[config.mk]
export PLATFORM = sky130hd
export DESIGN_NAME = utf8_display_width_meter_unit
export DESIGN_NICKNAME = d
export VERILOG_FILES = /design/src/sv/udwm_pkg.sv /design/src/sv/utf8_display_width_meter_unit.sv
export SDC_FILE = /design/constraint.sdc
export NUM_CORES = 1
export LEC_CHECK = 0
export ABC_CLOCK_PERIOD_IN_PS = 11800
export BUFFER_PORTS_ARGS = -buffer_cell sky130_fd_sc_hd__buf_2
export CAP_MARGIN = 20
export CORE_ASPECT_RATIO = 1.1
export CORE_UTILIZATION = 50
export DETAILED_ROUTE_END_ITERATION = 12
export GPL_ROUTABILITY_DRIVEN = 0
export PLACE_DENSITY = 0.76
export SLEW_MARGIN = 10
export SYNTH_ARGS = -nofsm -noshare
export SYNTH_HDL_FRONTEND = slang
export SYNTH_SLANG_ARGS = --single-unit
[constraint.sdc]
create_clock -name clk -period 11.8 [get_ports clk]
set_input_delay 2.95 -clock clk [delete_from_list [all_inputs] [get_ports clk]]
set_output_delay 2.95 -clock clk [all_outputs]
set_load 0.02 [all_outputs]
[src/sv/udwm_pkg.sv]
// types, constants and the width table of the utf8 display width meter
package udwm_pkg;

  localparam int BYTE_W     = 8;
  localparam int CP_W       = 21;
  localparam int CW_W       = 2;
  localparam int TOTAL_W    = 16;
  localparam int PEND_DEPTH = 3;
  localparam int SLOTS      = PEND_DEPTH + 1;
  localparam int SLOT_IDX_W = $clog2(SLOTS);
  localparam int SLOT_CNT_W = $clog2(SLOTS + 1);
  localparam int PEND_IDX_W = $clog2(PEND_DEPTH);

  // result tdata layout, lowest bit first
  localparam int CP_LSB     = 0;
  localparam int CW_LSB     = CP_LSB + CP_W;
  localparam int RAW_BIT    = CW_LSB + CW_W;
  localparam int TOT_LSB    = RAW_BIT + 1;
  localparam int OUT_BITS   = TOT_LSB + TOTAL_W;
  localparam int OUT_DATA_W = ((OUT_BITS + 7) / 8) * 8;

  // lead byte classes
  localparam logic [BYTE_W-1:0] LEAD2_MASK = 8'hE0;
  localparam logic [BYTE_W-1:0] LEAD2_CODE = 8'hC0;
  localparam logic [BYTE_W-1:0] LEAD3_MASK = 8'hF0;
  localparam logic [BYTE_W-1:0] LEAD3_CODE = 8'hE0;
  localparam logic [BYTE_W-1:0] LEAD4_MASK = 8'hF8;
  localparam logic [BYTE_W-1:0] LEAD4_CODE = 8'hF0;
  localparam logic [BYTE_W-1:0] CONT_MASK  = 8'hC0;
  localparam logic [BYTE_W-1:0] CONT_CODE  = 8'h80;

  localparam logic [CP_W-1:0] MIN_LEN2 = 21'h00080;
  localparam logic [CP_W-1:0] MIN_LEN3 = 21'h00800;
  localparam logic [CP_W-1:0] MIN_LEN4 = 21'h10000;
  localparam logic [CP_W-1:0] CP_MAX   = 21'h10FFFF;
  localparam logic [CP_W-1:0] SURR_LO  = 21'h0D800;
  localparam logic [CP_W-1:0] SURR_HI  = 21'h0DFFF;

  typedef logic [2:0] seq_len_t;
  localparam seq_len_t LEN_NONE = 3'd0;
  localparam seq_len_t LEN2     = 3'd2;
  localparam seq_len_t LEN3     = 3'd3;
  localparam seq_len_t LEN4     = 3'd4;

  localparam logic [CW_W-1:0] CW_ZERO   = 2'd0;
  localparam logic [CW_W-1:0] CW_NARROW = 2'd1;
  localparam logic [CW_W-1:0] CW_WIDE   = 2'd2;

  typedef struct packed {
    logic [CP_W-1:0] cp;
    logic            raw;
    logic            run_end;
    logic            str_end;
  } slot_t;

  function automatic logic [CW_W-1:0] width_of(input logic [CP_W-1:0] cp);
    logic ctrl;
    logic comb;
    logic wide;
    ctrl = (cp < 21'h00020) || (cp >= 21'h0007F && cp < 21'h000A0);
    comb = (cp >= 21'h00300 && cp <= 21'h0036F) || (cp >= 21'h01AB0 && cp <= 21'h01AFF) ||
           (cp >= 21'h01DC0 && cp <= 21'h01DFF) || (cp >= 21'h020D0 && cp <= 21'h020FF) ||
           (cp >= 21'h0FE20 && cp <= 21'h0FE2F);
    wide = (cp >= 21'h01100 && cp <= 21'h0115F) || cp == 21'h02329 || cp == 21'h0232A ||
           (cp >= 21'h02E80 && cp <= 21'h0303E) || (cp >= 21'h03040 && cp <= 21'h0A4CF) ||
           (cp >= 21'h0AC00 && cp <= 21'h0D7A3) || (cp >= 21'h0F900 && cp <= 21'h0FAFF) ||
           (cp >= 21'h0FE10 && cp <= 21'h0FE19) || (cp >= 21'h0FE30 && cp <= 21'h0FE6F) ||
           (cp >= 21'h0FF00 && cp <= 21'h0FF60) || (cp >= 21'h0FFE0 && cp <= 21'h0FFE6);
    if (ctrl || comb) begin
      return CW_ZERO;
    end else if (wide) begin
      return CW_WIDE;
    end
    return CW_NARROW;
  endfunction

endpackage

[src/sv/utf8_display_width_meter_unit.sv]
// utf8 decoder with per-code-point display width and running string width
// Takes one byte per transfer on the s side and gives decoded code points with their display
// width (0, 1 or 2 columns) and a running width that saturates at 65535 and restarts after
// the byte marked tlast. Bytes that only extend a multi-byte sequence give no result; a byte
// that ends a sequence, or breaks one, gives one to four results (failed sequences come out
// byte by byte, flagged raw). A byte is decoded in the cycle it is taken and its results go
// into a four-entry result buffer, which drains through the output register at one result per
// cycle while the receiver takes them; a result passes through that buffer and the output
// register to the m side. Input is taken every cycle while each byte gives at most one result
// and the receiver keeps up; a byte with more results holds off the next byte while the buffer
// drains. m_tlast marks the final result of a string and m_tuser the last result of one byte.
module utf8_display_width_meter_unit (
  input  logic                           clk,
  input  logic                           rst,
  input  logic                           s_tvalid,
  output logic                           s_tready,
  input  logic [udwm_pkg::BYTE_W-1:0]    s_tdata,  // [7:0] in_byte
  input  logic                           s_tlast,
  output logic                           m_tvalid,
  input  logic                           m_tready,
  // [20:0] code_point, [22:21] char_width, [23] was_raw, [39:24] width_so_far
  output logic [udwm_pkg::OUT_DATA_W-1:0] m_tdata,
  output logic                           m_tlast,
  output logic                           m_tuser   // [0] run_end
);
  import udwm_pkg::*;

  logic [BYTE_W-1:0]     pend [PEND_DEPTH];
  logic [1:0]            pcount;
  logic [1:0]            pcount_next;
  seq_len_t              elen;
  seq_len_t              elen_next;

  slot_t                 slots [SLOTS];
  slot_t                 new_slot [SLOTS];
  logic [SLOT_IDX_W-1:0] head;
  logic [SLOT_CNT_W-1:0] left;
  logic [TOTAL_W-1:0]    total;

  logic                  accept;
  logic                  pop;
  logic                  ascii;
  logic                  is_cont;
  seq_len_t              lead_len;
  logic                  scan_hold;
  logic                  complete;
  logic [CP_W-1:0]       seq_cp;
  logic [CP_W-1:0]       seq_min;
  logic                  seq_bad;
  logic [1:0]            flush_k;
  logic                  tail_v;
  logic [CP_W-1:0]       tail_cp;
  logic                  tail_raw;
  logic [SLOT_CNT_W-1:0] n_res;
  logic                  wr_en;
  logic [PEND_IDX_W-1:0] wr_idx;
  logic [BYTE_W-1:0]     held [SLOTS];

  slot_t                 hs;
  logic [CW_W-1:0]       hw;
  logic [TOTAL_W:0]      sum;
  logic [TOTAL_W-1:0]    sum_sat;

  assign accept   = s_tvalid && s_tready;
  assign pop      = (left != '0) && (!m_tvalid || m_tready);
  assign s_tready = (left == '0) || (left == SLOT_CNT_W'(1) && pop);

  // byte classification
  assign ascii   = !s_tdata[BYTE_W-1];
  assign is_cont = (s_tdata & CONT_MASK) == CONT_CODE;

  always_comb begin
    priority if ((s_tdata & LEAD2_MASK) == LEAD2_CODE) begin
      lead_len = LEN2;
    end else if ((s_tdata & LEAD3_MASK) == LEAD3_CODE) begin
      lead_len = LEN3;
    end else if ((s_tdata & LEAD4_MASK) == LEAD4_CODE) begin
      lead_len = LEN4;
    end else begin
      lead_len = LEN_NONE;
    end
  end

  assign scan_hold = !ascii && (lead_len != LEN_NONE) && !s_tlast;
  assign complete  = ({1'b0, pcount} + 3'd1) >= elen;

  // code point of a sequence that this byte completes
  always_comb begin
    unique case (elen)
      LEN2: begin
        seq_cp  = {10'b0, pend[0][4:0], s_tdata[5:0]};
        seq_min = MIN_LEN2;
      end
      LEN3: begin
        seq_cp  = {5'b0, pend[0][3:0], pend[1][5:0], s_tdata[5:0]};
        seq_min = MIN_LEN3;
      end
      default: begin
        seq_cp  = {pend[0][2:0], pend[1][5:0], pend[2][5:0], s_tdata[5:0]};
        seq_min = MIN_LEN4;
      end
    endcase
  end

  assign seq_bad = (seq_cp < seq_min) || (seq_cp > CP_MAX) ||
                   (seq_cp >= SURR_LO && seq_cp <= SURR_HI);

  // result list is the flushed held bytes followed by at most one tail result
  always_comb begin
    flush_k     = 2'd0;
    tail_v      = 1'b0;
    tail_cp     = {{(CP_W-BYTE_W){1'b0}}, s_tdata};
    tail_raw    = 1'b1;
    pcount_next = pcount;
    elen_next   = elen;
    wr_en       = 1'b0;
    wr_idx      = pcount[PEND_IDX_W-1:0];
    if (pcount == 2'd0 || !is_cont) begin
      flush_k  = pcount;
      tail_v   = !scan_hold;
      tail_raw = !ascii;
      if (scan_hold) begin
        wr_en       = 1'b1;
        wr_idx      = '0;
        pcount_next = 2'd1;
        elen_next   = lead_len;
      end else begin
        pcount_next = 2'd0;
        elen_next   = LEN_NONE;
      end
    end else if (complete) begin
      tail_v      = 1'b1;
      pcount_next = 2'd0;
      elen_next   = LEN_NONE;
      if (seq_bad) begin
        flush_k = pcount;
      end else begin
        tail_cp  = seq_cp;
        tail_raw = 1'b0;
      end
    end else begin
      wr_en       = 1'b1;
      pcount_next = pcount + 2'd1;
      // truncated by end of string: held bytes and this one go out raw
      if (s_tlast) begin
        flush_k = pcount;
        tail_v  = 1'b1;
      end
    end
    if (s_tlast) begin
      pcount_next = 2'd0;
      elen_next   = LEN_NONE;
    end
  end

  assign n_res = SLOT_CNT_W'(flush_k) + SLOT_CNT_W'(tail_v);

  always_comb begin
    for (int i = 0; i < PEND_DEPTH; i++) begin
      held[i] = pend[i];
    end
    held[SLOTS-1] = '0;
    for (int i = 0; i < SLOTS; i++) begin
      if (2'(i) < flush_k && i < PEND_DEPTH) begin
        new_slot[i].cp  = {{(CP_W-BYTE_W){1'b0}}, held[i]};
        new_slot[i].raw = 1'b1;
      end else begin
        new_slot[i].cp  = tail_cp;
        new_slot[i].raw = tail_raw;
      end
      new_slot[i].run_end = SLOT_CNT_W'(i + 1) == n_res;
      new_slot[i].str_end = (SLOT_CNT_W'(i + 1) == n_res) && s_tlast;
    end
  end

  // head of the result buffer, width and running total
  assign hs      = slots[head];
  assign hw      = width_of(hs.cp);
  assign sum     = {1'b0, total} + {{(TOTAL_W+1-CW_W){1'b0}}, hw};
  assign sum_sat = sum[TOTAL_W] ? {TOTAL_W{1'b1}} : sum[TOTAL_W-1:0];

  always_ff @(posedge clk) begin
    if (rst) begin
      pcount   <= 2'd0;
      elen     <= LEN_NONE;
      left     <= '0;
      head     <= '0;
      total    <= '0;
      m_tvalid <= 1'b0;
    end else begin
      if (accept) begin
        pcount <= pcount_next;
        elen   <= elen_next;
        left   <= n_res;
        head   <= '0;
      end else if (pop) begin
        left <= left - SLOT_CNT_W'(1);
        head <= head + SLOT_IDX_W'(1);
      end
      if (pop) begin
        m_tvalid <= 1'b1;
        total    <= hs.str_end ? '0 : sum_sat;
      end else if (m_tready) begin
        m_tvalid <= 1'b0;
      end
    end
  end

  always_ff @(posedge clk) begin
    if (accept && wr_en) begin
      pend[wr_idx] <= s_tdata;
    end
    if (accept) begin
      for (int i = 0; i < SLOTS; i++) begin
        slots[i] <= new_slot[i];
      end
    end
    if (pop) begin
      m_tdata <= OUT_DATA_W'({sum_sat, hs.raw, hw, hs.cp});
      m_tlast <= hs.str_end;
      m_tuser <= hs.run_end;
    end
  end

endmodule

After elaboration in Yosys (flattened, before gate mapping)
Memories as Yosys holds them, arrays and structs flattened. A register that Yosys moved wholly into a read port is not among the register bits.
Index checks and enable logic that the tools add are counted.
- memory bits (writable): 120
- register bits: 69
- word-level logic and storage cells: 180
- bits of input ports: 13
- output and inout port bits: 44
- memories kept: 2
- equality and inequality tests: 13
- order comparisons: 39
- add/sub/neg operators: 6
- mux-type cells: 51
- reduce and logical (&&, ||, !) cells: 60
- memory list (name ; words ; bits a word ; rd ports ; clocked after memory_dff ; wr ports ; RTL line ; text):
    slots ; 4 ; 24 ; 1 ; 1 ; 4 ; utf8_display_width_meter_unit.sv:34 ; slot_t slots [SLOTS];
    pend ; 3 ; 8 ; 3 ; 0 ; 1 ; utf8_display_width_meter_unit.sv:28 ; logic [BYTE_W-1:0] pend [PEND_DEPTH];
- operator list (kind ; number):
    $le 21x16->1 const B ; 9
    $ge 21x16->1 const B ; 8
    $mux 22 ; 3
    $ge 21x13->1 const B ; 3
    $ge 21x14->1 const B ; 3
    $le 21x13->1 const B ; 3
    $mux 21 ; 3
    $eq 21x14->1 const B ; 2
    $le 21x14->1 const B ; 2
    $pmux 21 s2 ; 1
    $pmux 17 s2 ; 1
    $mux 16 ; 2
    $mux 2 ; 14
    $mux 3 ; 9
    $logic_and 1x1->1 ; 26
    $ge 21x10->1 const B ; 1
    $ge 21x7->1 const B ; 1
    $gt 21x21->1 const B ; 1
    $le 21x10->1 const B ; 1
    $logic_or 1x1->1 ; 21
    $lt 21x21->1 ; 1
    $lt 21x6->1 const B ; 1
    $lt 21x8->1 const B ; 1
    $mux 1 ; 18
    other kinds (24) ; 34

Depth between registers and ports, before layout
- depth after elaboration: 18
- depth in mapped cells: 20
- depth with buffers taken out: 16

Worst setup path after synthesis
Ideal clock, no wire load.
- path kind: input-to-output
- start point: input m_tready
- end point: output s_tready
- slack: 5450 ps
- data arrival time: 3400 ps
- required time: 8850 ps
- buffers on the path: 0
- stages on the path: 2
- cell sequence: nand2b_1 -> a31o_2
- longest elaborated chain between the ends: 4
- RTL lines (what ; RTL line ; text):
    from (decl) ; utf8_display_width_meter_unit.sv:20 ; input logic m_tready,
    $logic_or 1x1->1 ; utf8_display_width_meter_unit.sv:65 ; assign pop = (left != '0) && (!m_tvalid || m_tready);
    $logic_and 1x1->1 ; utf8_display_width_meter_unit.sv:65 ;
    $logic_and 1x1->1 ; utf8_display_width_meter_unit.sv:66 ; assign s_tready = (left == '0) || (left == SLOT_CNT_W'(1) && pop);
    $logic_or 1x1->1 ; utf8_display_width_meter_unit.sv:66 ;
    to (decl) ; utf8_display_width_meter_unit.sv:16 ; output logic s_tready,
Every way passes these cells.

Final worst setup path
Ends and elaborated chain as after synthesis.

==> flow_metrics.tcl <==
set metrics [dict create \
    max_freq_ghz 0.152 \
    place_hpwl_um 11600 \
    grt_max_degree 100 \
    cts_setup_buffers 0 \
    dieArea_um2 18100 \
    finalNonFillerCells 953 \
    ys_ff_latch 191 \
    ys_seq_area_share_pct 62.1 \
    layout-drive-gt1-share_pct 21.4 \
    synth_edf_count 162 \
    finalSetupTns_ps 0 \
    num-nets-final 734 \
    start_util_pct 51.4 \
    clk_pin_slew_ps 70 \
    root_buffer "clkbuf_16" \
    die-width_um 128 \
    synthToLayoutAreaGrowth_pct 12.0 \
    end_kind "output port" \
    coreArea_um2 17100 \
    synth_area_leaders "edfxtp_1 55%, dfxtp_1 6.6%, mux4_2 6.2%" \
    dp_cells 920 \
    cts_resized 0 \
    grt_use_total_pct 20.6 \
    cts.sinks 191 \
    critPathKind "input pin to output port" \
    post-route-period-util_pct 55.6 \
    cts_buffers 17 \
    fin_worst_skew_ps 8.89 \
    crit_fanout 3 \
    grt_use_met3_pct 4.71 \
    status "finished clean" \
    peakVddDrop_mv 0.150 \
    setup_viol 0 \
    die_y_um 141 \
    yosysWarnings 0 \
    slew_violations 0 \
    hold_buffers 0 \
    antenna_found_initial 0 \
    synth.most_common_cell "edfxtp_1" \
    cts_tree "yes" \
    cp-startpoint "m_tready" \
    syn_nets 688 \
    clockBufferDepth 2 \
    ff2ff_path_depth 16 \
    timing.rr.end "total[6]$_SDFFE_PP0P_" \
    grt_pass1_vias 5695 \
    io_buffers 56 \
    async_reset_ff_share_pct 0 \
    grt_pass1_wl_um 28400 \
    row_count 50 \
    finalHoldViolCount 0 \
    busiest_layer "met2" \
    synth_top_flop_cell "edfxtp_1" \
    antennaDiodeCount 0 \
    layout_min_cycle_time_ps 6560 \
    firstDrtPassIters 6 \
    crit_end "s_tready" \
    arrival_ps 3610 \
    rsz0062_at_grt "false" \
    grt_use_met1_pct 24.7 \
    synth_area_leader_cell "edfxtp_1" \
    overflow 0 \
    synth_top_area_share_pct 55.4 \
    finalPower_uw 2340 \
    routed_wirelength_um 17900 \
    synth_area_um2 8770 \
    powerDensity_nw_per_um2 238 \
    slowest_delay_ps 260 \
    yosysUniqueCellTypes 60 \
    hold_class "flip-flop to flip-flop" \
    vias 5794 \
    viasPerCell 6.08 \
    io_pins 57 \
    drc 0 \
    required_ps 8850 \
    clkLatencyLatePin_ps 430 \
    slew_headroom_pct 30.5 \
    wl_per_cell_um 18.8 \
    antenna_left 0 \
    regToRegSetupSlack_ps 6470 \
    critical-path-slowest-cell "a31o_2" \
    drtIter0Drc 570 \
    yosys-top-cells-count "162 x edfxtp_1, 49 x nor2_1, 47 x nand2_1, 37 x a21oi_1, 29 x dfxtp_1" \
    max_cap_violations 0 \
    start_kind "input pin" \
    cpMostUsedCell "buf_2" \
    p_leak_uw 0.00339 \
    use_met2_pct 35.2 \
    crit_chain "buf_2 -> nand2b_1 -> a31o_2 -> buf_2" \
    syn_area_per_cell_um2 13.3 \
    cts_max_level 4 \
    worst_pin_slew_ps 1040 \
    synthCells 661 \
]
-- report_power, final --
| part | internal, uW | leakage (uW) | switching (uW) |
|---|---|---|---|
| Sequential | 996 | 0.00179 | 48.0 |
| Combinational | 224 | 0.00132 | 514 |
| Clock | 310 | 0.000277 | 245 |
-- how the worst min path moves through the flow --
stage | start | end | slack [ps] | cells after the start
detailed placement | pcount[1]$_SDFFE_PP0P_ | pcount[1]$_SDFFE_PP0P_ | 510 | 2
global route | elen[2]$_SDFFE_PP0P_ | elen[2]$_SDFFE_PP0P_ | 540 | 2
floorplan | pcount[1]$_SDFFE_PP0P_ | pcount[1]$_SDFFE_PP0P_ | 470 | 2
CTS | pcount[1]$_SDFFE_PP0P_ | pcount[1]$_SDFFE_PP0P_ | 520 | 2
global placement | pcount[1]$_SDFFE_PP0P_ | pcount[1]$_SDFFE_PP0P_ | 490 | 2
finish | elen[2]$_SDFFE_PP0P_ | elen[2]$_SDFFE_PP0P_ | 530 | 2
-- sequential cells by signal, summed over array words and instances (netlist names), named ones only --
signal / flops
left: 3
elen: 3
m_tvalid: 1
m_tuser: 1
m_tdata: 40
slots: 96
pcount: 2
total: 16
head: 2
m_tlast: 1
pend: 24
-- worst max-delay path: cells and delay by family --
family,cells,cell delay (ps)
AO/OA/AOI/OAI,1,260
buffers and inverters,2,250
AND/OR/NAND/NOR,1,160
-- metal layers --
metal | up-vias | wire [um]
met2 | 269 | 9130
met1 | 2835 | 7290
li1 | 2641 | -
met3 | 49 | 1050
met4 | 0 | 413
met5 | - | 0
-- cell families after synthesis --
kind of cell	Yosys count	synth area share, %
AOI/OAI and AO/OA	119	8.90
xor gates and xnor gates	13	1.30
adders and majority gates	14	2.08
buffers and inverters	49	2.45
DFF	191	62.1
muxes	54	9.94
and+or+nand+nor	221	13.3
-- through the flow --
stage | area, um2 | hold WS [ps] | utilization (%) | setup WS, ps
floorplan | 8770 | 470 | - | 5450
global placement | 9230 | 492 | 54.0 | 5240
detailed placement | 9230 | 513 | 54.0 | 5230
CTS | 9800 | 524 | 57.4 | 5230
global route | 9830 | 542 | 57.6 | 5220
finish | 9830 | 528 | 57.6 | 5240
-- area by class of cell --
class                           instances  area, um2
Inverter                               11       42.5
Tap cell                              234        293
Timing Repair Buffer                   65        368
Sequential cell                       191       5450
Clock inverter                         14        143
Fill cell                            1321       7250
Multi-Input combinational cell        421       3110
Clock buffer                           17        425
-- layout by cell type (no fill, tap or decap), types with 13 or more instances in the layout --
| master | Yosys | final |
|---|---|---|
| buf_2 | 10 | 56 |
| nor3_1 | 14 | 14 |
| mux2_2 | 25 | 25 |
| nand3_1 | 15 | 15 |
| dfxtp_1 | 29 | 29 |
| ha_1 | 13 | 13 |
| and2_1 | 23 | 23 |
| clkbuf_16 | 0 | 17 |
| a211oi_1 | 18 | 18 |
| a22oi_1 | 16 | 16 |
| a21oi_1 | 37 | 37 |
| nor2_1 | 49 | 49 |
| nand2_1 | 47 | 47 |
| edfxtp_1 | 162 | 162 |
| mux4_2 | 24 | 24 |
| o21ai_0 | 14 | 14 |
Note: power is estimated with default switching activity, not from simulation.
